$ cat src/rtl/core/subarray_sum_equals_k_counter_defines.svh
// assertion macros for the subarray sum counter rtl
// no dependencies; included by files that carry concurrent assertions
`ifndef SUBARRAY_SUM_EQUALS_K_COUNTER_DEFINES_SVH
`define SUBARRAY_SUM_EQUALS_K_COUNTER_DEFINES_SVH

`ifndef SYNTHESIS
// same-cycle implication
`define SSEK_ASSERT_IMP(lbl, clk, rst_n, ante, cons) \
    lbl: assert property (@(posedge clk) disable iff (!rst_n) (ante) |-> (cons)) \
        else $error("ssek assertion failed");
// next-cycle implication
`define SSEK_ASSERT_NXT(lbl, clk, rst_n, ante, cons) \
    lbl: assert property (@(posedge clk) disable iff (!rst_n) (ante) |=> (cons)) \
        else $error("ssek assertion failed");
`else
`define SSEK_ASSERT_IMP(lbl, clk, rst_n, ante, cons)
`define SSEK_ASSERT_NXT(lbl, clk, rst_n, ante, cons)
`endif

`endif

$ cat src/rtl/core/ssek_pkg.sv
// constants, types and helpers for the subarray sum counter
// no dependencies; imported by every other rtl file but the assertion macro header
`timescale 1ns / 1ps

package ssek_pkg;

    localparam int MAX_LEN      = 256;
    localparam int ELEMENT_BITS = 16;
    localparam int PREFIX_BITS  = 25;
    localparam int TOTAL_BITS   = 16;
    localparam int IDX_BITS     = $clog2(MAX_LEN);
    localparam int CNT_BITS     = $clog2(MAX_LEN + 1);

    localparam logic [TOTAL_BITS-1:0] TOTAL_MAX = '1;

    // word travelling down the cell chain
    typedef struct packed {
        logic                   valid;
        logic                   last;
        logic                   ovf;
        logic [CNT_BITS-1:0]    slot;
        logic [CNT_BITS-1:0]    hits;
        logic [PREFIX_BITS-1:0] wanted;
        logic [PREFIX_BITS-1:0] prefix;
    } t_stage;

    function automatic logic [PREFIX_BITS-1:0] sext_elem(
        input logic signed [ELEMENT_BITS-1:0] elem
    );
        logic signed [PREFIX_BITS-1:0] wide;
        wide = PREFIX_BITS'(elem);
        return wide;
    endfunction

endpackage

$ cat src/rtl/core/ssek_cell.sv
// one cell of the prefix chain: holds one stored prefix and one stage register
// depends on ssek_pkg
`timescale 1ns / 1ps

module ssek_cell import ssek_pkg::*; (
    input  logic                i_clk,
    input  logic                i_rst_n,
    input  logic                i_adv,
    input  logic [IDX_BITS-1:0] i_index,
    input  t_stage              i_stage,
    output t_stage              o_stage
);

    logic [PREFIX_BITS-1:0] r_entry;
    t_stage                 r_stage;
    t_stage                 n_stage;
    logic                   w_hit;
    logic                   w_mine;

    // entry is live only for words whose array already wrote it
    assign w_hit  = i_stage.valid && (CNT_BITS'(i_index) < i_stage.slot)
                    && (r_entry == i_stage.wanted);
    assign w_mine = i_stage.valid && (i_stage.slot == CNT_BITS'(i_index));

    always_comb begin
        n_stage      = i_stage;
        n_stage.hits = i_stage.hits + CNT_BITS'(w_hit);
    end

    always_ff @(posedge i_clk) begin
        if (i_adv && w_mine) begin
            r_entry <= i_stage.prefix;
        end
    end

    always_ff @(posedge i_clk) begin
        if (!i_rst_n) begin
            r_stage.valid <= 1'b0;
        end else if (i_adv) begin
            r_stage <= n_stage;
        end
    end

    assign o_stage = r_stage;

endmodule

$ cat config.mk
export PLATFORM = sky130hd
export DESIGN_NAME = ssek_cell
export DESIGN_NICKNAME = d
export VERILOG_FILES = /design/src/rtl/core/subarray_sum_equals_k_counter_defines.svh /design/src/rtl/core/ssek_pkg.sv /design/src/rtl/core/ssek_cell.sv
export SDC_FILE = /design/constraint.sdc
export NUM_CORES = 1
export LEC_CHECK = 0
export BUFFER_PORTS_ARGS = -buffer_cell sky130_fd_sc_hd__buf_2
export CORE_UTILIZATION = 25
export CTS_CLUSTER_SIZE = 25
export DETAILED_ROUTE_END_ITERATION = 10
export SYNTH_ARGS = -nofsm -noshare
export SYNTH_HDL_FRONTEND = slang
export SYNTH_SLANG_ARGS = --single-unit
$ cat constraint.sdc
create_clock -name i_clk -period 9.8 [get_ports i_clk]
set_clock_uncertainty 0.2 [all_clocks]
set_input_delay 1.47 -clock i_clk [delete_from_list [all_inputs] [get_ports i_clk]]
set_output_delay 1.47 -clock i_clk [all_outputs]
set_load 0.005 [all_outputs]
==> results of run 1 <==
==> area by class of cell <==
| class | count | share of cell area, % |
|---|---|---|
| Multi-Input combinational cell | 74 | 12.5 |
| Sequential cell | 96 | 59.3 |
| Clock buffer | 9 | 4.65 |
| Timing Repair Buffer | 153 | 15.9 |
| Antenna cell | 1 | 0.0517 |
| Tap cell | 176 | 4.55 |
| Clock inverter | 7 | 2.45 |
| Inverter | 8 | 0.620 |
==> synthesized netlist by cell type (all sizes together) (2+ instances only) <==
| library cell | n | share of area [%] |
|---|---|---|
| a21oi | 2 | 0.29 |
| edfxtp | 95 | 81 |
| ha | 10 | 3.6 |
| inv | 8 | 0.86 |
| nand2 | 4 | 0.43 |
| nand3 | 4 | 0.57 |
| nand4 | 8 | 1.4 |
| nor3 | 2 | 0.29 |
| xnor2 | 30 | 7.5 |
| xor2 | 2 | 0.50 |
==> state kept, by name, indices dropped and copies added, names as in the netlist <==
signal	count
r_entry	25
o_stage	71
==> stage by stage <==
| step | instance area, um2 | instances | hold WS, ns | utilization [%] |
|---|---|---|---|---|
| 2_1_floorplan | 3500 | 178 | 0.307 | - |
| 3_3_place_gp | 4500 | 507 | 0.299 | 33.4 |
| 3_5_place_dp | 4500 | 507 | 0.314 | 33.4 |
| 4_1_cts | 4840 | 523 | 0.335 | 36.0 |
| 5_1_grt | 4840 | 523 | 0.394 | 36.0 |
| 6_report | 4840 | 524 | 0.332 | 36.0 |
==> power breakdown <==
part / internal [mW] / leakage [nW] / switching, mW
logic: 0.0321 / 0.852 / 0.0324
clock network: 0.250 / 0.164 / 0.153
registers: 0.474 / 0.890 / 0.00458
==> worst paths after layout <==
check | startpoint | to | depth (start not counted)
worst max-delay path | i_stage[47] | o_stage[58] | 11
worst min-delay path | o_stage[70] | o_stage[70] | 2
worst min register to register | o_stage[70] | o_stage[70] | 2
worst max register to register | r_entry[22] | o_stage[58] | 10
==> cell families after synthesis <==
logic type	Yosys count	synth area share, %
AOI/OAI and AO/OA	6	1.21
xor gates and xnor gates	32	8.00
adders and majority gates	10	3.57
buffers and inverters	8	0.857
DFF	96	82.0
muxes	1	0.286
and+or+nand+nor	25	4.04
==> metal layers <==
layer	wire (um)	part of all wire (%)	vias up	GRT usage (%)
met2	3650	49	83	17.2
met3	660	8.8	12	4.62
li1	-	-	1013	-
met5	0	0	-	0
met4	137	1.8	0	5.09
met1	3060	41	1012	12.3
==> tightest hold or removal path, cell delays in order, from the launching register on <==
cell and delay, ns:
dfxtp_1 0.31, mux2i_1 0.12, nor2b_1 0.06
==> flow_metrics.py, run 1 <==
metrics = {
    "cts": {
        "clk_pin_slew_ns": 0.07,
        "cts_buffers": 9,
        "post_cts_buffers": 0,
        "cts_tree": "built",
        "clk_latency_ns": 0.34,
        "clock_sinks": 96,
        "cts-root-buf": "clkbuf_16",
        "cts.path.max_buffers": 2,
        "cts.repair.resized": 0,
        "htree_num_levels": 3,
        "cts_hold_buf": 0,
    },
    "placement": {
        "routabilityCongestion": 0.745,
        "io_buffers": 152,
        "dp_slack_ns": 5.70,
        "place_hpwl_um": 5530,
    },
    "critical_path": {
        "path_max_fanout": 3,
        "crit_chain": "buf_2 -> xnor2_1 -> nand4_1 -> nor4_1 -> o2111a_1 -> ha_1 -> ha_1 -> nand3_1 -> nor2_1 -> nand3_1 -> xnor2_1",
        "crit_path_max_incr_delay_ns": 0.46,
        "cp_data_required_time_ns": 9.70,
        "critPathSlowestCell": "nor4_1",
        "endpoint_kind": "register",
        "crit_buf_inv": 1,
        "path_class": "in -> reg",
        "critPathTopFamily": "simple AND/OR/NAND/NOR gates",
        "worstPathArrival_ns": 3.59,
        "reg2reg_setup_slack_ns": 6.96,
        "startpoint_type": "input pin",
    },
    "status": {
        "outcome": "complete, no violations",
    },
    "final_layout": {
        "most-common-layout-cells": "buf_2 (152), edfxtp_1 (95), xnor2_1 (30)",
        "fill_cells": 1355,
        "nNetsFinal": 434,
        "area_delta_synth_final_pct": 38.3,
        "final_common_cell": "buf_2",
        "register_area_mm2": 0.00287,
        "layout-drive-gt1-share_pct": 49.3,
        "multiInputGateArea_um2": 607,
    },
    "sta": {
        "maxSlewViolCount": 0,
        "worst_pin_slew_ns": 0.945,
        "hold_viol_final": 0,
        "setup_tns_ns": 0,
        "finalSetupViolCount": 0,
        "worst_slack_ns": 6.11,
        "fmax_mhz": 271,
        "min_period_over_period_pct": 37.7,
        "relSlewSlack_pct": 37.0,
        "rsz0062_at_grt": "false",
        "finalCriticalPeriod_ns": 3.69,
    },
    "route": {
        "drc": 0,
        "drtIter0Drc": 96,
        "drt-wirelength-per-cell_um": 14.3,
        "avgViaCountPerCell": 4.05,
        "drt_pre_antenna_iters": 4,
        "ant_nets": 0,
        "wl_um": 7510,
        "dr_total_vias": 2120,
    },
    "job": {
        "drv_cap": 0,
    },
    "power": {
        "finalPower_mw": 0.946,
        "ir_worst_vdd_mv": 0.0793,
        "p_leak_nw": 1.91,
        "power_density_mw_per_mm2": 195,
    },
    "yosys": {
        "seq_area_frac_synth_pct": 82.0,
        "ys_types": 23,
        "ys_warn_count": 0,
        "synth_flop_cell": "edfxtp_1",
        "synthArstFlopShare_pct": 0,
        "avgSynthCellArea_um2": 19.7,
        "synth_edf_count": 95,
        "netlist_area_mm2": 0.00350,
        "yosys_register_bits": 96,
        "synth_cells": 178,
        "syn_nets": 270,
    },
    "floorplan": {
        "row_count": 42,
        "initial_core_util_pct": 26.0,
        "die_x_um": 120,
        "die_y_um": 120,
        "die-area_mm2": 0.0145,
        "io_pins": 153,
        "core_mm2": 0.0135,
    },
    "global_routing": {
        "first_global_vias": 2199,
        "grt_overflow": 0,
        "grt_pass1_wl_um": 11300,
        "antenna_found_initial": 2,
        "grt_start_max_net_pins": 71,
        "grt_usage_pct": 10.7,
    },
    "hold_path": {
        "hold_class": "reg -> reg",
    },
}
(Power assumes the default switching activity.)
==> run 2, diff against run 1 <==
==> constraint.sdc (replaced) <==
create_clock -name i_clk -period 3.6 [get_ports i_clk]
set_clock_uncertainty 0.2 [all_clocks]
set_input_delay 0.54 -clock i_clk [delete_from_list [all_inputs] [get_ports i_clk]]
set_output_delay 0.54 -clock i_clk [all_outputs]
set_load 0.005 [all_outputs]
==> flow_metrics.py, run 2 (synthesized netlist as in run 1, its figures left out) <==
metrics = {
    "power": {
        "internal_power_mw": 1.92,
        "power.share.sequential_pct": 53.5,
        "power_density_mw_per_mm2": 507,
        "switching_share_pct": 21.3,
        "p_switching_mw": 0.517,
        "clkPwrFrac_pct": 39.2,
        "combPwrFrac_pct": 7.2,
        "ir_worst_vdd_mv": 0.224,
        "p_leak_nw": 1.88,
    },
    "cts": {
        "cts_buffers": 9,
        "clock_sinks": 96,
        "clk_pin_slew_ns": 0.07,
        "cts.repair.resized": 0,
        "htree_num_levels": 3,
        "cts_hold_buf": 0,
        "post_cts_buffers": 0,
        "clk_latency_ns": 0.34,
        "cts.path.max_buffers": 2,
        "cts-root-buf": "clkbuf_16",
        "cts_tree": "built",
    },
    "placement": {
        "dp_slack_ns": 0.433,
        "io_buffers": 152,
        "routabilityCongestion": 0.744,
        "place_hpwl_um": 5530,
    },
    "hold_path": {
        "hold_class": "in -> reg",
        "hold_depth": 1,
        "whs_endpoint": "o_stage[69]",
        "min_from": "i_stage[69]",
    },
    "critical_path": {
        "rr_worst_depth": 10,
        "worstPathArrival_ns": 2.68,
        "critPathSlowestCell": "nor4_1",
        "regToRegStartpoint": "r_entry[8]",
        "r2r_end": "o_stage[58]",
        "cp_data_required_time_ns": 3.50,
        "path_max_fanout": 3,
        "crit_path_max_incr_delay_ns": 0.42,
        "crit_chain": "xnor2_1 -> nand4_1 -> nor4_1 -> o2111a_1 -> ha_1 -> ha_1 -> nand3_1 -> nor2_1 -> nand3_1 -> xnor2_1",
        "reg2reg_setup_slack_ns": 0.82,
        "path_class": "reg -> reg",
        "endpoint_kind": "register",
        "crit_start": "r_entry[8]",
        "startpoint_type": "register",
    },
    "floorplan": {
        "die_x_um": 120,
        "die_y_um": 120,
        "die-area_mm2": 0.0145,
        "io_pins": 153,
        "core_mm2": 0.0135,
        "initial_core_util_pct": 26.0,
        "row_count": 42,
    },
    "final_layout": {
        "nNetsFinal": 434,
        "most-common-layout-cells": "buf_2 (152), edfxtp_1 (95), xnor2_1 (30)",
        "final_common_cell": "buf_2",
        "area_delta_synth_final_pct": 36.9,
        "antenna_cells": 0,
        "register_area_mm2": 0.00287,
        "multiInputGateArea_um2": 607,
        "largest_reg_flops": 71,
        "fill_cells": 1352,
        "layout-drive-gt1-share_pct": 49.3,
    },
    "route": {
        "drt_pre_antenna_iters": 4,
        "avgViaCountPerCell": 4.02,
        "wl_um": 7480,
        "drc": 0,
        "wl_met3_um": 627,
        "dr_total_vias": 2101,
        "drt-wirelength-per-cell_um": 14.3,
        "wl_met1_um": 3060,
        "wl_met2_um": 3630,
        "ant_nets": 0,
        "highest_layer": "met4",
        "drtIter0Drc": 119,
    },
    "status": {
        "outcome": "complete, no violations",
    },
    "sta": {
        "maxSlewViolCount": 0,
        "worst_pin_slew_ns": 0.951,
        "min_period_over_period_pct": 77.3,
        "finalCriticalPeriod_ns": 2.78,
        "setup_tns_ns": 0,
        "fmax_mhz": 359,
        "worst_slack_ns": 0.818,
        "rsz0062_at_grt": "false",
        "finalSetupViolCount": 0,
        "relSlewSlack_pct": 36.6,
        "hold_viol_final": 0,
    },
    "job": {
        "drv_cap": 0,
    },
    "global_routing": {
        "first_global_vias": 2214,
        "grt_overflow": 0,
        "antenna_found_initial": 1,
        "grt_start_max_net_pins": 71,
        "grt_usage_pct": 10.7,
        "grt_pass1_wl_um": 11400,
    },
}
-- run 2: final cells by class --
| class | count | share of cell area, % |
|---|---|---|
| Clock buffer | 9 | 4.70 |
| Clock inverter | 7 | 1.49 |
| Inverter | 8 | 0.626 |
| Multi-Input combinational cell | 74 | 12.7 |
| Sequential cell | 96 | 59.9 |
| Tap cell | 176 | 4.59 |
| Timing Repair Buffer | 153 | 16.0 |
-- run 2: metrics by stage --
| stage | hold slack [ns] | utilization [%] | power (mW) | instance area, um2 | instances |
|---|---|---|---|---|---|
| 2_1_floorplan | 0.307 | - | 1.38 | 3500 | 178 |
| 3_3_place_gp | 0.299 | 33.4 | 1.50 | 4500 | 507 |
| 3_5_place_dp | 0.314 | 33.4 | 1.51 | 4500 | 507 |
| 4_1_cts | 0.163 | 35.6 | 2.46 | 4790 | 523 |
| 5_1_grt | 0.162 | 35.6 | 2.53 | 4790 | 523 |
| 6_report | 0.179 | 35.6 | 2.43 | 4790 | 523 |
-- run 2: how the worst max path moves through the flow --
| stage | depth (start not counted) | endpoint | slack, ns |
|---|---|---|---|
| 6_report | 10 | o_stage[58] | 0.82 |
| 5_1_grt | 10 | o_stage[58] | 0.55 |
| 4_1_cts | 10 | o_stage[58] | 0.71 |
| 3_5_place_dp | 13 | o_stage[58] | 0.43 |
| 3_3_place_gp | 11 | o_stage[58] | 0.47 |
| 2_1_floorplan | 4 | r_entry[0] | 0.20 |
-- run 2: power groups by stage --
stage	registers (mW)	logic, mW	clock network (mW)
global route	1.31	0.195	1.03
detailed placement	1.33	0.180	0
global placement	1.33	0.176	0
CTS	1.30	0.181	0.980
finish	1.30	0.176	0.955
floorplan	1.34	0.0445	0
-- run 2: layer usage --
layer	GRT usage [%]	vias to the layer above
li1	-	1008
met1	12.0	994
met2	17.4	84
met3	4.43	15
met4	5.32	0
met5	0	-
-- run 2: critical path, delay by kind of cell (launching register included) --
family | cells | cell delay (ns)
AND/OR/NAND/NOR | 5 | 1.03
flip-flops | 1 | 0.38
adder cells (fa/ha/maj) | 2 | 0.38
XOR/XNOR | 2 | 0.29
AO/OA/AOI/OAI | 1 | 0.26
==> run 3, diff against run 2 <==
==> constraint.sdc (replaced) <==
create_clock -name i_clk -period 2.55 [get_ports i_clk]
set_clock_uncertainty 0.2 [all_clocks]
set_input_delay 0.3825 -clock i_clk [delete_from_list [all_inputs] [get_ports i_clk]]
set_output_delay 0.3825 -clock i_clk [all_outputs]
set_load 0.005 [all_outputs]
==> flow_metrics.py, run 3 (synthesized netlist as in run 1, its figures left out) <==
metrics = {
    "global_routing": {
        "grt_pass1_wl_um": 11300,
        "grt_usage_pct": 10.7,
        "antenna_found_initial": 0,
        "grt_start_max_net_pins": 71,
        "grt_overflow": 0,
        "first_global_vias": 2220,
    },
    "critical_path": {
        "endpoint_kind": "register",
        "startpoint_type": "register",
        "path_max_fanout": 2,
        "path_class": "reg -> reg",
        "worstPathArrival_ns": 2.26,
        "cp_data_required_time_ns": 2.44,
    },
    "sta": {
        "worst_pin_slew_ns": 0.397,
        "setup_tns_ns": 0,
        "min_period_over_period_pct": 92.9,
        "finalCriticalPeriod_ns": 2.37,
        "rsz0062_at_grt": "true",
        "hold_viol_final": 0,
        "worst_slack_ns": 0.180,
        "hold_ws_ns": 0.0258,
        "relSlewSlack_pct": 73.5,
        "fmax_mhz": 422,
        "finalSetupViolCount": 0,
        "maxSlewViolCount": 0,
    },
    "cts": {
        "cts_tree": "built",
        "cts.path.max_buffers": 2,
        "cts_buffers": 9,
        "clk_latency_ns": 0.34,
        "clk_pin_slew_ns": 0.06,
        "cts-root-buf": "clkbuf_16",
        "htree_num_levels": 3,
        "cts_hold_buf": 0,
        "clock_sinks": 96,
    },
    "final_layout": {
        "layout-drive-gt1-share_pct": 53.5,
        "final_common_cell": "buf_2",
        "antenna_cells": 0,
        "nNetsFinal": 445,
        "largest_reg_flops": 71,
        "area_delta_synth_final_pct": 42.0,
        "most-common-layout-cells": "buf_2 (152), edfxtp_1 (95), xnor2_1 (28)",
    },
    "placement": {
        "dp_slack_ns": -0.340,
        "routabilityCongestion": 0.733,
        "place_hpwl_um": 5600,
        "io_buffers": 152,
    },
    "route": {
        "ant_nets": 0,
        "dr_total_vias": 2120,
        "drtIter0Drc": 71,
        "drt-wirelength-per-cell_um": 14.1,
        "drt_pre_antenna_iters": 4,
        "wl_um": 7540,
        "avgViaCountPerCell": 3.98,
        "drc": 0,
    },
    "power": {
        "ir_worst_vdd_mv": 0.429,
        "power_density_mw_per_mm2": 679,
        "finalPower_mw": 3.38,
        "p_leak_nw": 1.97,
    },
    "floorplan": {
        "io_pins": 153,
        "row_count": 42,
        "die-area_mm2": 0.0145,
        "die_x_um": 120,
        "core_mm2": 0.0135,
        "initial_core_util_pct": 26.0,
        "die_y_um": 120,
    },
    "hold_path": {
        "hold_class": "in -> reg",
    },
    "status": {
        "outcome": "complete, no violations",
    },
    "job": {
        "drv_cap": 0,
    },
}
run 3: where the power goes:
group / switching [mW] / internal, mW / total [mW]
clock network: 0.525 / 0.746 / 1.27
logic: 0.134 / 0.137 / 0.270
registers: 0.0172 / 1.82 / 1.84
total: 0.675 / 2.70 / 3.38
run 3: through the flow:
step | area [um2] | std cells | util (%)
detailed placement | 4610 | 517 | 34.2
finish | 4970 | 533 | 37.0
global route | 4970 | 533 | 37.0
global placement | 4610 | 517 | 34.2
floorplan | 3510 | 178 | -
CTS | 4930 | 533 | 36.7
run 3: path summary, 6_finish.rpt:
| path | cells after the start | end | startpoint | slack [ns] |
|---|---|---|---|---|
| worst min-delay path | 1 | o_stage[69] | i_stage[69] | 0.03 |
| worst max-delay path | 9 | o_stage[57] | r_entry[14] | 0.18 |
| worst min register to register | 2 | o_stage[70] | o_stage[70] | 0.33 |
| worst max register to register | 9 | o_stage[57] | r_entry[14] | 0.18 |
run 3: what timing repair did:
action                                 4_1_cts  5_1_grt
endpoints found under the hold margin        0        0
pin swaps                                   10        8
resized for setup                            7        7
setup endpoints to repair                    2        4
setup buffers                                1        0
run 3: critical path: stages (launching register included):
cell and delay, ns:
edfxtp_1 0.41, xnor2_1 0.15, nand4_1 0.17, nor4_2 0.25, o2111a_1 0.26, ha_4 0.15
buf_4 0.10, and4_4 0.20, nand4_1 0.10, xnor2_1 0.14
run 3: per-layer routing:
layer  GRT usage [%]  wire length (um)  up-vias
met1            11.9              3070     1003
met3            4.15               565        8
met4            4.86               131        0
li1                -                 -     1027
met5               0                 0        -
met2            18.0              3770       82
run 3: cell type report:
class | count | area [um2]
inverter | 8 | 30.0
fill | 1299 | 8480
clock inverter | 5 | 48.8
timing repair buffer | 164 | 876
tap | 176 | 220
clock buffer | 10 | 229
sequential | 96 | 2870
multi-input combinational | 74 | 697
